[config.mk]
export PLATFORM = sky130hd
export DESIGN_NAME = md5_stream_hasher_top
export DESIGN_NICKNAME = d
export VERILOG_FILES = /design/src/rtl/md5_pkg.sv /design/src/rtl/md5_stream_hasher_top.sv /design/src/rtl/md5_in_queue.sv /design/src/rtl/md5_back.sv
export SDC_FILE = /design/constraint.sdc
export NUM_CORES = 2
export LEC_CHECK = 0
export BUFFER_PORTS_ARGS = -buffer_cell sky130_fd_sc_hd__buf_2
export CAP_MARGIN = 0
export CORE_UTILIZATION = 63
export CTS_CLUSTER_SIZE = 24
export DETAILED_ROUTE_END_ITERATION = 12
export PLACE_DENSITY = 0.88
export SETUP_SLACK_MARGIN = 0.02
export SLEW_MARGIN = 40
export SYNTH_ARGS = -nofsm -noshare
export SYNTH_HDL_FRONTEND = slang
export SYNTH_SLANG_ARGS = --single-unit
[constraint.sdc]
create_clock -name aclk -period 14 [get_ports aclk]
set_input_delay 2.1 -clock aclk [delete_from_list [all_inputs] [get_ports aclk]]
set_output_delay 2.1 -clock aclk [all_outputs]
set_load 0.01 [all_outputs]
[src/rtl/md5_pkg.sv]
package md5_pkg;

    // Channel payloads
    typedef struct packed {
        logic [31:0] data_word;
        logic [2:0]  byte_count;
        logic        is_last;
    } in_item_t;

    typedef struct packed {
        logic [63:0] digest_low;
        logic [63:0] digest_high;
    } out_item_t;

    // Back-end sequencer states
    typedef enum logic [2:0] {
        ST_IDLE,
        ST_PAD,
        ST_LENHI,
        ST_ROUND,
        ST_FINAL
    } md5_state_t;

    localparam logic [31:0] IV_A = 32'h67452301;
    localparam logic [31:0] IV_B = 32'hefcdab89;
    localparam logic [31:0] IV_C = 32'h98badcfe;
    localparam logic [31:0] IV_D = 32'h10325476;
    localparam logic [7:0]  PAD_BYTE = 8'h80;

    localparam logic [31:0] SINE_TAB [64] = '{
        32'hd76aa478, 32'he8c7b756, 32'h242070db, 32'hc1bdceee,
        32'hf57c0faf, 32'h4787c62a, 32'ha8304613, 32'hfd469501,
        32'h698098d8, 32'h8b44f7af, 32'hffff5bb1, 32'h895cd7be,
        32'h6b901122, 32'hfd987193, 32'ha679438e, 32'h49b40821,
        32'hf61e2562, 32'hc040b340, 32'h265e5a51, 32'he9b6c7aa,
        32'hd62f105d, 32'h02441453, 32'hd8a1e681, 32'he7d3fbc8,
        32'h21e1cde6, 32'hc33707d6, 32'hf4d50d87, 32'h455a14ed,
        32'ha9e3e905, 32'hfcefa3f8, 32'h676f02d9, 32'h8d2a4c8a,
        32'hfffa3942, 32'h8771f681, 32'h6d9d6122, 32'hfde5380c,
        32'ha4beea44, 32'h4bdecfa9, 32'hf6bb4b60, 32'hbebfbc70,
        32'h289b7ec6, 32'heaa127fa, 32'hd4ef3085, 32'h04881d05,
        32'hd9d4d039, 32'he6db99e5, 32'h1fa27cf8, 32'hc4ac5665,
        32'hf4292244, 32'h432aff97, 32'hab9423a7, 32'hfc93a039,
        32'h655b59c3, 32'h8f0ccc92, 32'hffeff47d, 32'h85845dd1,
        32'h6fa87e4f, 32'hfe2ce6e0, 32'ha3014314, 32'h4e0811a1,
        32'hf7537e82, 32'hbd3af235, 32'h2ad7d2bb, 32'heb86d391
    };

    localparam logic [4:0] ROT_TAB [16] = '{
        5'd7, 5'd12, 5'd17, 5'd22,
        5'd5, 5'd9,  5'd14, 5'd20,
        5'd4, 5'd11, 5'd16, 5'd23,
        5'd6, 5'd10, 5'd15, 5'd21
    };

endpackage

[src/rtl/md5_stream_hasher_top.sv]
// Streaming MD5 hasher. Message words arrive little-endian on s_data with a byte count
// and a last mark; the digest (A,B in digest_low, C,D in digest_high) appears on m_data
// once per message, after which the hash state is back at its initial values. Words are
// written into the block one per cycle while the back end is idle, so a 16-word block
// is loaded, then run through the single round unit, and then the chaining add is made.
// The last block adds the pad words, written one at a time, and the upper length word;
// when 56 or more bytes remain in it, one extra block of pad words follows. A two-entry
// queue sits before the back end, and the digest waits in an output register; the back
// end holds in its final cycle while an earlier digest has not been taken.
module md5_stream_hasher_top
    import md5_pkg::*;
(
    input  logic      aclk,
    input  logic      aresetn,
    input  logic      s_valid,
    output logic      s_ready,
    input  in_item_t  s_data,
    output logic      m_valid,
    input  logic      m_ready,
    output out_item_t m_data
);

    logic     q_valid;
    logic     q_ready;
    in_item_t q_item;

    md5_in_queue u_queue (
        .aclk    (aclk),
        .aresetn (aresetn),
        .s_valid (s_valid),
        .s_ready (s_ready),
        .s_data  (s_data),
        .q_valid (q_valid),
        .q_ready (q_ready),
        .q_item  (q_item)
    );

    md5_back u_back (
        .aclk    (aclk),
        .aresetn (aresetn),
        .q_valid (q_valid),
        .q_ready (q_ready),
        .q_item  (q_item),
        .m_valid (m_valid),
        .m_ready (m_ready),
        .m_data  (m_data)
    );

endmodule

[src/rtl/md5_in_queue.sv]
module md5_in_queue
    import md5_pkg::*;
(
    input  logic     aclk,
    input  logic     aresetn,
    input  logic     s_valid,
    output logic     s_ready,
    input  in_item_t s_data,
    output logic     q_valid,
    input  logic     q_ready,
    output in_item_t q_item
);

    // Two-entry queue between the input port and the back end
    in_item_t   slot_reg [2];
    logic       wr_ptr_reg, wr_ptr_next;
    logic       rd_ptr_reg, rd_ptr_next;
    logic [1:0] cnt_reg, cnt_next;
    logic       push, pop;
    in_item_t   item_in;

    assign s_ready = (cnt_reg != 2'd2);
    assign q_valid = (cnt_reg != 2'd0);
    assign q_item  = slot_reg[rd_ptr_reg];
    assign push    = s_valid && s_ready;
    assign pop     = q_valid && q_ready;

    // Classify: words before the last, and oversize counts, carry 4 bytes
    always_comb begin
        item_in = s_data;
        if (!s_data.is_last || s_data.byte_count > 3'd4) begin
            item_in.byte_count = 3'd4;
        end
    end

    always_comb begin
        wr_ptr_next = push ? ~wr_ptr_reg : wr_ptr_reg;
        rd_ptr_next = pop ? ~rd_ptr_reg : rd_ptr_reg;
        cnt_next    = cnt_reg + {1'b0, push} - {1'b0, pop};
    end

    always_ff @(posedge aclk) begin
        if (!aresetn) begin
            wr_ptr_reg <= 1'b0;
            rd_ptr_reg <= 1'b0;
            cnt_reg    <= 2'd0;
        end else begin
            wr_ptr_reg <= wr_ptr_next;
            rd_ptr_reg <= rd_ptr_next;
            cnt_reg    <= cnt_next;
        end
    end

    always_ff @(posedge aclk) begin
        if (push) begin
            slot_reg[wr_ptr_reg] <= item_in;
        end
    end

endmodule

[src/rtl/md5_back.sv]
module md5_back
    import md5_pkg::*;
(
    input  logic      aclk,
    input  logic      aresetn,
    input  logic      q_valid,
    output logic      q_ready,
    input  in_item_t  q_item,
    output logic      m_valid,
    input  logic      m_ready,
    output out_item_t m_data
);

    md5_state_t  state_reg, state_next;
    logic [31:0] blk_reg [16];
    logic [3:0]  widx_reg, widx_next;
    logic [60:0] msg_reg, msg_next;
    logic [31:0] chain_reg [4];
    logic [31:0] chain_next [4];
    logic [31:0] a_reg, b_reg, c_reg, d_reg;
    logic [31:0] a_next, b_next, c_next, d_next;
    logic [5:0]  rnd_reg, rnd_next;
    logic        pend80_reg, pend80_next;
    logic        pad_reg, pad_next;
    logic        final_reg, final_next;
    logic        m_valid_reg, m_valid_next;
    out_item_t   m_data_reg, m_data_next;

    logic        blk_we;
    logic [31:0] blk_wdata;
    logic        out_free;
    logic [63:0] len_bits;
    logic [31:0] last_word;
    logic [60:0] msg_sum;

    // Round datapath
    logic [31:0] f_val, t_val, rot_val;
    logic [3:0]  g_idx;
    logic [4:0]  s_amt;
    logic [63:0] rot_wide;

    assign q_ready  = (state_reg == ST_IDLE);
    assign m_valid  = m_valid_reg;
    assign m_data   = m_data_reg;
    assign out_free = !m_valid_reg || m_ready;
    assign msg_sum  = msg_reg + {58'd0, q_item.byte_count};
    assign len_bits = {msg_reg, 3'b000};

    // Last word: keep valid bytes, put the pad byte right after them
    always_comb begin
        case (q_item.byte_count)
            3'd0:    last_word = {24'd0, PAD_BYTE};
            3'd1:    last_word = {16'd0, PAD_BYTE, q_item.data_word[7:0]};
            3'd2:    last_word = {8'd0, PAD_BYTE, q_item.data_word[15:0]};
            3'd3:    last_word = {PAD_BYTE, q_item.data_word[23:0]};
            default: last_word = q_item.data_word;
        endcase
    end

    // One MD5 round
    always_comb begin
        case (rnd_reg[5:4])
            2'd0: begin
                f_val = (b_reg & c_reg) | (~b_reg & d_reg);
                g_idx = rnd_reg[3:0];
            end
            2'd1: begin
                f_val = (b_reg & d_reg) | (c_reg & ~d_reg);
                g_idx = {rnd_reg[1:0], 2'b00} + rnd_reg[3:0] + 4'd1;
            end
            2'd2: begin
                f_val = b_reg ^ c_reg ^ d_reg;
                g_idx = {rnd_reg[2:0], 1'b0} + rnd_reg[3:0] + 4'd5;
            end
            default: begin
                f_val = c_reg ^ (b_reg | ~d_reg);
                g_idx = {rnd_reg[0], 3'b000} - rnd_reg[3:0];
            end
        endcase
        s_amt    = ROT_TAB[{rnd_reg[5:4], rnd_reg[1:0]}];
        t_val    = a_reg + f_val + blk_reg[g_idx] + SINE_TAB[rnd_reg];
        rot_wide = {t_val, t_val} << s_amt;
        rot_val  = rot_wide[63:32];
    end

    // Next state
    always_comb begin
        state_next = state_reg;
        case (state_reg)
            ST_IDLE: begin
                if (q_valid) begin
                    if (widx_reg == 4'd15) begin
                        state_next = ST_ROUND;
                    end else if (q_item.is_last) begin
                        state_next = ST_PAD;
                    end
                end
            end
            ST_PAD: begin
                if (widx_reg == 4'd14 && !pend80_reg) begin
                    state_next = ST_LENHI;
                end else if (widx_reg == 4'd15) begin
                    state_next = ST_ROUND;
                end
            end
            ST_LENHI: state_next = ST_ROUND;
            ST_ROUND: begin
                if (rnd_reg == 6'd63) begin
                    state_next = ST_FINAL;
                end
            end
            ST_FINAL: begin
                if (final_reg) begin
                    if (out_free) begin
                        state_next = ST_IDLE;
                    end
                end else if (pad_reg) begin
                    state_next = ST_PAD;
                end else begin
                    state_next = ST_IDLE;
                end
            end
            default: state_next = ST_IDLE;
        endcase
    end

    // Datapath and register updates per state
    always_comb begin
        widx_next    = widx_reg;
        msg_next     = msg_reg;
        chain_next   = chain_reg;
        a_next       = a_reg;
        b_next       = b_reg;
        c_next       = c_reg;
        d_next       = d_reg;
        rnd_next     = rnd_reg;
        pend80_next  = pend80_reg;
        pad_next     = pad_reg;
        final_next   = final_reg;
        m_valid_next = m_valid_reg && !m_ready;
        m_data_next  = m_data_reg;
        blk_we       = 1'b0;
        blk_wdata    = q_item.data_word;
        case (state_reg)
            ST_IDLE: begin
                if (q_valid) begin
                    blk_we    = 1'b1;
                    blk_wdata = q_item.is_last ? last_word : q_item.data_word;
                    widx_next = widx_reg + 4'd1;
                    msg_next  = msg_sum;
                    if (q_item.is_last) begin
                        pad_next    = 1'b1;
                        pend80_next = (q_item.byte_count == 3'd4);
                    end
                end
            end
            ST_PAD: begin
                blk_we    = 1'b1;
                widx_next = widx_reg + 4'd1;
                if (widx_reg == 4'd14 && !pend80_reg) begin
                    blk_wdata = len_bits[31:0];
                end else begin
                    blk_wdata   = pend80_reg ? {24'd0, PAD_BYTE} : 32'd0;
                    pend80_next = 1'b0;
                end
            end
            ST_LENHI: begin
                blk_we     = 1'b1;
                blk_wdata  = len_bits[63:32];
                widx_next  = widx_reg + 4'd1;
                final_next = 1'b1;
            end
            ST_ROUND: begin
                a_next   = d_reg;
                d_next   = c_reg;
                c_next   = b_reg;
                b_next   = b_reg + rot_val;
                rnd_next = rnd_reg + 6'd1;
            end
            ST_FINAL: begin
                chain_next[0] = chain_reg[0] + a_reg;
                chain_next[1] = chain_reg[1] + b_reg;
                chain_next[2] = chain_reg[2] + c_reg;
                chain_next[3] = chain_reg[3] + d_reg;
                if (final_reg) begin
                    if (out_free) begin
                        m_valid_next = 1'b1;
                        m_data_next.digest_low  = {chain_next[1], chain_next[0]};
                        m_data_next.digest_high = {chain_next[3], chain_next[2]};
                        chain_next[0] = IV_A;
                        chain_next[1] = IV_B;
                        chain_next[2] = IV_C;
                        chain_next[3] = IV_D;
                        msg_next      = 61'd0;
                        widx_next     = 4'd0;
                        pad_next      = 1'b0;
                        final_next    = 1'b0;
                        pend80_next   = 1'b0;
                    end else begin
                        chain_next = chain_reg;
                    end
                end
            end
            default: ;
        endcase
        // Load working words from the chain at the start of a block
        if (state_reg != ST_ROUND && state_next == ST_ROUND) begin
            a_next   = chain_reg[0];
            b_next   = chain_reg[1];
            c_next   = chain_reg[2];
            d_next   = chain_reg[3];
            rnd_next = 6'd0;
        end
    end

    // Control registers
    always_ff @(posedge aclk) begin
        if (!aresetn) begin
            state_reg   <= ST_IDLE;
            widx_reg    <= 4'd0;
            msg_reg     <= 61'd0;
            chain_reg   <= '{IV_A, IV_B, IV_C, IV_D};
            rnd_reg     <= 6'd0;
            pend80_reg  <= 1'b0;
            pad_reg     <= 1'b0;
            final_reg   <= 1'b0;
            m_valid_reg <= 1'b0;
        end else begin
            state_reg   <= state_next;
            widx_reg    <= widx_next;
            msg_reg     <= msg_next;
            chain_reg   <= chain_next;
            rnd_reg     <= rnd_next;
            pend80_reg  <= pend80_next;
            pad_reg     <= pad_next;
            final_reg   <= final_next;
            m_valid_reg <= m_valid_next;
        end
    end

    // Payload registers
    always_ff @(posedge aclk) begin
        a_reg      <= a_next;
        b_reg      <= b_next;
        c_reg      <= c_next;
        d_reg      <= d_next;
        m_data_reg <= m_data_next;
        if (blk_we) begin
            blk_reg[widx_reg] <= blk_wdata;
        end
    end

endmodule

==> metrics.yaml <==
status: "completed"
timing.critical_path.fanout_max: 53
htree_num_levels: 3
skew_ns: 0.05608
cp.required_ns: 14.42
clock_insertion_delay_worst_skew_ns: 0.73
grt_usage: 0.4081
postCtsHoldBufs: 0
path_common_cell: "sky130_fd_sc_hd__a21oi_1"
die-width_um: 304.5
seq_area_frac_synth: 0.5109
synth-main-ff-cell: "sky130_fd_sc_hd__edfxtp_1"
drc_errors: 0
leakage_power_summed_over_all_cells_nw: 23.69
synth.avg_cell_area_um2: 11.10
numCtsBuffers: 102
finalSetupTns_ns: 0
clock_tree.buffer_depth: 3
start_util: 0.6384
num_rows: 110
clockRootBuffer: "sky130_fd_sc_hd__clkbuf_16"
p_int_mw: 7.493
powerDensity_nw_per_um2: 192.8
placed_wire_length_estimate_after_detailed_placement_mm: 125.5
total_switching_power_mw: 4.766
cts_resized: 0
reg2regPathDepth: 42
avg_wl_per_cell_um: 29.35
power.share.clock: 0.230
share_comb_of_total_power: 0.447
synth.ff_latch_count: 1051
synth.net_count: 5523
worst_hold_path.num_cells: 2
whs_endpoint: "u_back.pad_reg"
drt-vias-per-instance: 7.147
port-buffer-count: 169
post_route_clock_period_utilization: 0.8770
route.vias.total: 46890
max_stage_delay_ns: 0.65
synth.distinct_cells: 92
globalRouteOverflowTotal: 0
yosys_warnings: 0
path_clk_slew_ns: 0.06
critical_path.endpoint_type: "flop"
path_buf_inv: 5
report.final.setup_viol: 0
cts_setup_buffers: 0
rsz_0062_raised_after_global_routing: "false"
detail-route-antenna-nets: 0
worst-r2r-setup-slack_ns: 1.72
first_global_vias: 44737
largest_register_ff_count: 512
holdCritPathClass: "flop to flop"
startpoint_type: "flop"
timing.hold.worst.start: "u_back.pad_reg"
grt_first_pass_wirelength_mm: 282.8
grt_start_max_net_pins: 96
whs_ns: 0.4821
crit_arrival_ns: 12.70
highest_attainable_clock_frequency_mhz: 81.44
share_seq_of_total_power: 0.323
timing_max_transition_violations_final: 0
finalWorstPathRequiredPeriod_ns: 12.28
critPathTopFamily: "compound AO/OA/AOI/OAI gates"
routed_wirelength_mm: 192.6
routabilityCongestion: 1.045
post_synthesis_cells: 5191
cpMaxStageDelayCell: "sky130_fd_sc_hd__ha_1"
max_cap_viol_count: 0
grt_antenna_before_repair: 10
asr_flop_ratio_synth: 0
vertical_extent_of_the_die_um: 304.5
tritoncts_clock_tree: "yes"
timing_worst_slew_pin_value_ns: 0.8801
finalHoldViolations: 0
flow.area_growth_from_synthesis_pct: 10.29
drive_above_1_share: 0.1285
worstReg2RegStart: "u_back.rnd_reg[1]"
synth_enable_flop_cells: 840
die_area_um2: 92710
pin_count: 170
placeableCoreArea_um2: 90290
detailedRoute.firstIterationViolations: 7333
netlist_area_um2: 57640
dr.pass1.iters: 8
regToRegEndpoint: "u_back.b_reg[24]"
p_sw_frac: 0.3888
timing.max_slew.rel_slack: 0.4056
max-vdd-ir-drop_mv: 0.1896
clock_sinks: 1051
final.fill_count: 5820
design.final.nets: 5627
path_class: "flop to flop"
==> layout make-up <==
type                            instances  area [um^2]  share of cell area
Inverter                              241        904.6             0.01423
Tap cell                             1176         1471             0.02315
Timing Repair Buffer                  274         1759             0.02767
Multi-Input combinational cell       3625        26560              0.4178
Sequential cell                      1051        29460              0.4635
Clock inverter                         65        745.7             0.01173
Clock buffer                          123         2651             0.04171
Antenna cell                            6        15.01           0.0002362
==> worst max-delay path by stage <==
stage	start	endpoint	depth (start not counted)
after global routing	u_back.rnd_reg[2]	u_back.b_reg[31]	39
after global placement	u_back.rnd_reg[2]	u_back.b_reg[30]	44
after floorplan	u_back.rnd_reg[2]	u_back.b_reg[30]	47
after detailed placement	u_back.rnd_reg[1]	u_back.b_reg[30]	45
final	u_back.rnd_reg[1]	u_back.b_reg[24]	42
after CTS	u_back.rnd_reg[1]	u_back.b_reg[30]	45
==> logic make-up (layout without fill, tap and decap cells) <==
logic type	after synthesis	after routing	synth area share
AND/OR/NAND/NOR	1483	1483	0.1143
AO/OA/AOI/OAI	1312	1312	0.1497
flip-flops	1051	1051	0.5109
buffers and inverters	515	703	0.03423
adder cells (fa/ha/maj)	323	323	0.07801
multiplexers	256	256	0.07476
XOR/XNOR	251	251	0.03814
other	0	6	0
==> tightest hold or removal path, stage by stage, from the launching register on <==
cell,delay [ns]
sky130_fd_sc_hd__dfxtp_1,0.33
sky130_fd_sc_hd__nor2_1,0.05
sky130_fd_sc_hd__nor2_1,0.07
==> cell usage after synthesis, types with 43 or more instances <==
library cell	instances	area (um^2)
sky130_fd_sc_hd__xnor2_1	128	1121
sky130_fd_sc_hd__a22o_1	59	516.8
sky130_fd_sc_hd__dfxtp_1	211	4224
sky130_fd_sc_hd__mux2i_1	99	991.0
sky130_fd_sc_hd__o21ai_0	290	1451
sky130_fd_sc_hd__a31oi_1	117	732.0
sky130_fd_sc_hd__nand3_1	129	645.6
sky130_fd_sc_hd__fa_1	71	1421
sky130_fd_sc_hd__o22a_1	44	385.4
sky130_fd_sc_hd__nand2_1	631	2369
sky130_fd_sc_hd__nor3_1	70	350.3
sky130_fd_sc_hd__clkbuf_1	198	743.2
sky130_fd_sc_hd__xor2_1	123	1077
sky130_fd_sc_hd__inv_1	238	893.4
sky130_fd_sc_hd__nor2_1	379	1423
sky130_fd_sc_hd__buf_1	53	198.9
sky130_fd_sc_hd__a21oi_1	309	1546
sky130_fd_sc_hd__and3_1	57	356.6
sky130_fd_sc_hd__a211oi_1	43	322.8
sky130_fd_sc_hd__mux4_2	137	3085
sky130_fd_sc_hd__edfxtp_1	840	25220
sky130_fd_sc_hd__a21o_1	84	630.6
sky130_fd_sc_hd__ha_1	221	2765
==> through the flow <==
step / utilization / cell area (um^2) / power (mW) / setup WS (ns) / instances
global route: 0.7040 / 63560 / 12.75 / 1.315 / 6556
CTS: 0.7027 / 63450 / 12.06 / 1.838 / 6553
global placement: 0.6640 / 59950 / 9.090 / 2.406 / 6362
finish: 0.7041 / 63570 / 12.26 / 1.722 / 6561
floorplan: - / 57640 / 7.743 / 3.219 / 5191
detailed placement: 0.6651 / 60050 / 9.217 / 2.119 / 6365
==> per-layer routing <==
layer  vias to the layer above  track usage  part of all wire
met1                     22323       0.4972              0.34
li1                      19561            -                 -
met4                        10       0.2984             0.087
met2                      4006       0.6395              0.46
met3                       990      0.09526              0.12
met5                         -            0           0.00034
==> cell usage in the layout (no fill, tap or decap), types with 19 or more instances in the layout <==
| cell | n |
|---|---|
| sky130_fd_sc_hd__o21a_1 | 33 |
| sky130_fd_sc_hd__clkbuf_16 | 102 |
| sky130_fd_sc_hd__a21o_1 | 84 |
| sky130_fd_sc_hd__ha_1 | 221 |
| sky130_fd_sc_hd__o221ai_1 | 25 |
| sky130_fd_sc_hd__mux4_2 | 135 |
| sky130_fd_sc_hd__and2_1 | 23 |
| sky130_fd_sc_hd__a21oi_1 | 306 |
| sky130_fd_sc_hd__and3_1 | 57 |
| sky130_fd_sc_hd__maj3_1 | 31 |
| sky130_fd_sc_hd__nand2b_1 | 41 |
| sky130_fd_sc_hd__mux2i_1 | 99 |
| sky130_fd_sc_hd__o22a_1 | 44 |
| sky130_fd_sc_hd__edfxtp_1 | 840 |
| sky130_fd_sc_hd__nor2_1 | 361 |
| sky130_fd_sc_hd__nand3_1 | 129 |
| sky130_fd_sc_hd__buf_4 | 92 |
| sky130_fd_sc_hd__a22o_1 | 59 |
| sky130_fd_sc_hd__xor2_1 | 123 |
| sky130_fd_sc_hd__a31oi_1 | 117 |
| sky130_fd_sc_hd__inv_1 | 236 |
| sky130_fd_sc_hd__o221a_2 | 22 |
| sky130_fd_sc_hd__o21ai_1 | 24 |
| sky130_fd_sc_hd__dfxtp_1 | 206 |
| sky130_fd_sc_hd__clkbuf_1 | 19 |
| sky130_fd_sc_hd__xnor2_1 | 125 |
| sky130_fd_sc_hd__nand2_1 | 628 |
| sky130_fd_sc_hd__nand4_1 | 22 |
| sky130_fd_sc_hd__a22oi_1 | 37 |
| sky130_fd_sc_hd__o21ai_0 | 274 |
| sky130_fd_sc_hd__a211oi_1 | 41 |
| sky130_fd_sc_hd__clkinv_1 | 19 |
| sky130_fd_sc_hd__nor2b_1 | 31 |
| sky130_fd_sc_hd__or3_1 | 39 |
| sky130_fd_sc_hd__nor3_1 | 65 |
| sky130_fd_sc_hd__fa_1 | 71 |
| sky130_fd_sc_hd__o211ai_1 | 29 |
| sky130_fd_sc_hd__buf_2 | 169 |
==> power by group through the flow <==
stage / sequential [mW] / combinational [mW] / clock (mW)
global placement: 3.99 / 5.10 / 0
floorplan: 3.99 / 3.75 / 0
global route: 3.97 / 5.85 / 2.93
detailed placement: 4.01 / 5.21 / 0
finish: 3.96 / 5.48 / 2.82
CTS: 3.95 / 5.29 / 2.82
No activity file was read; power rests on OpenSTA's default activity.
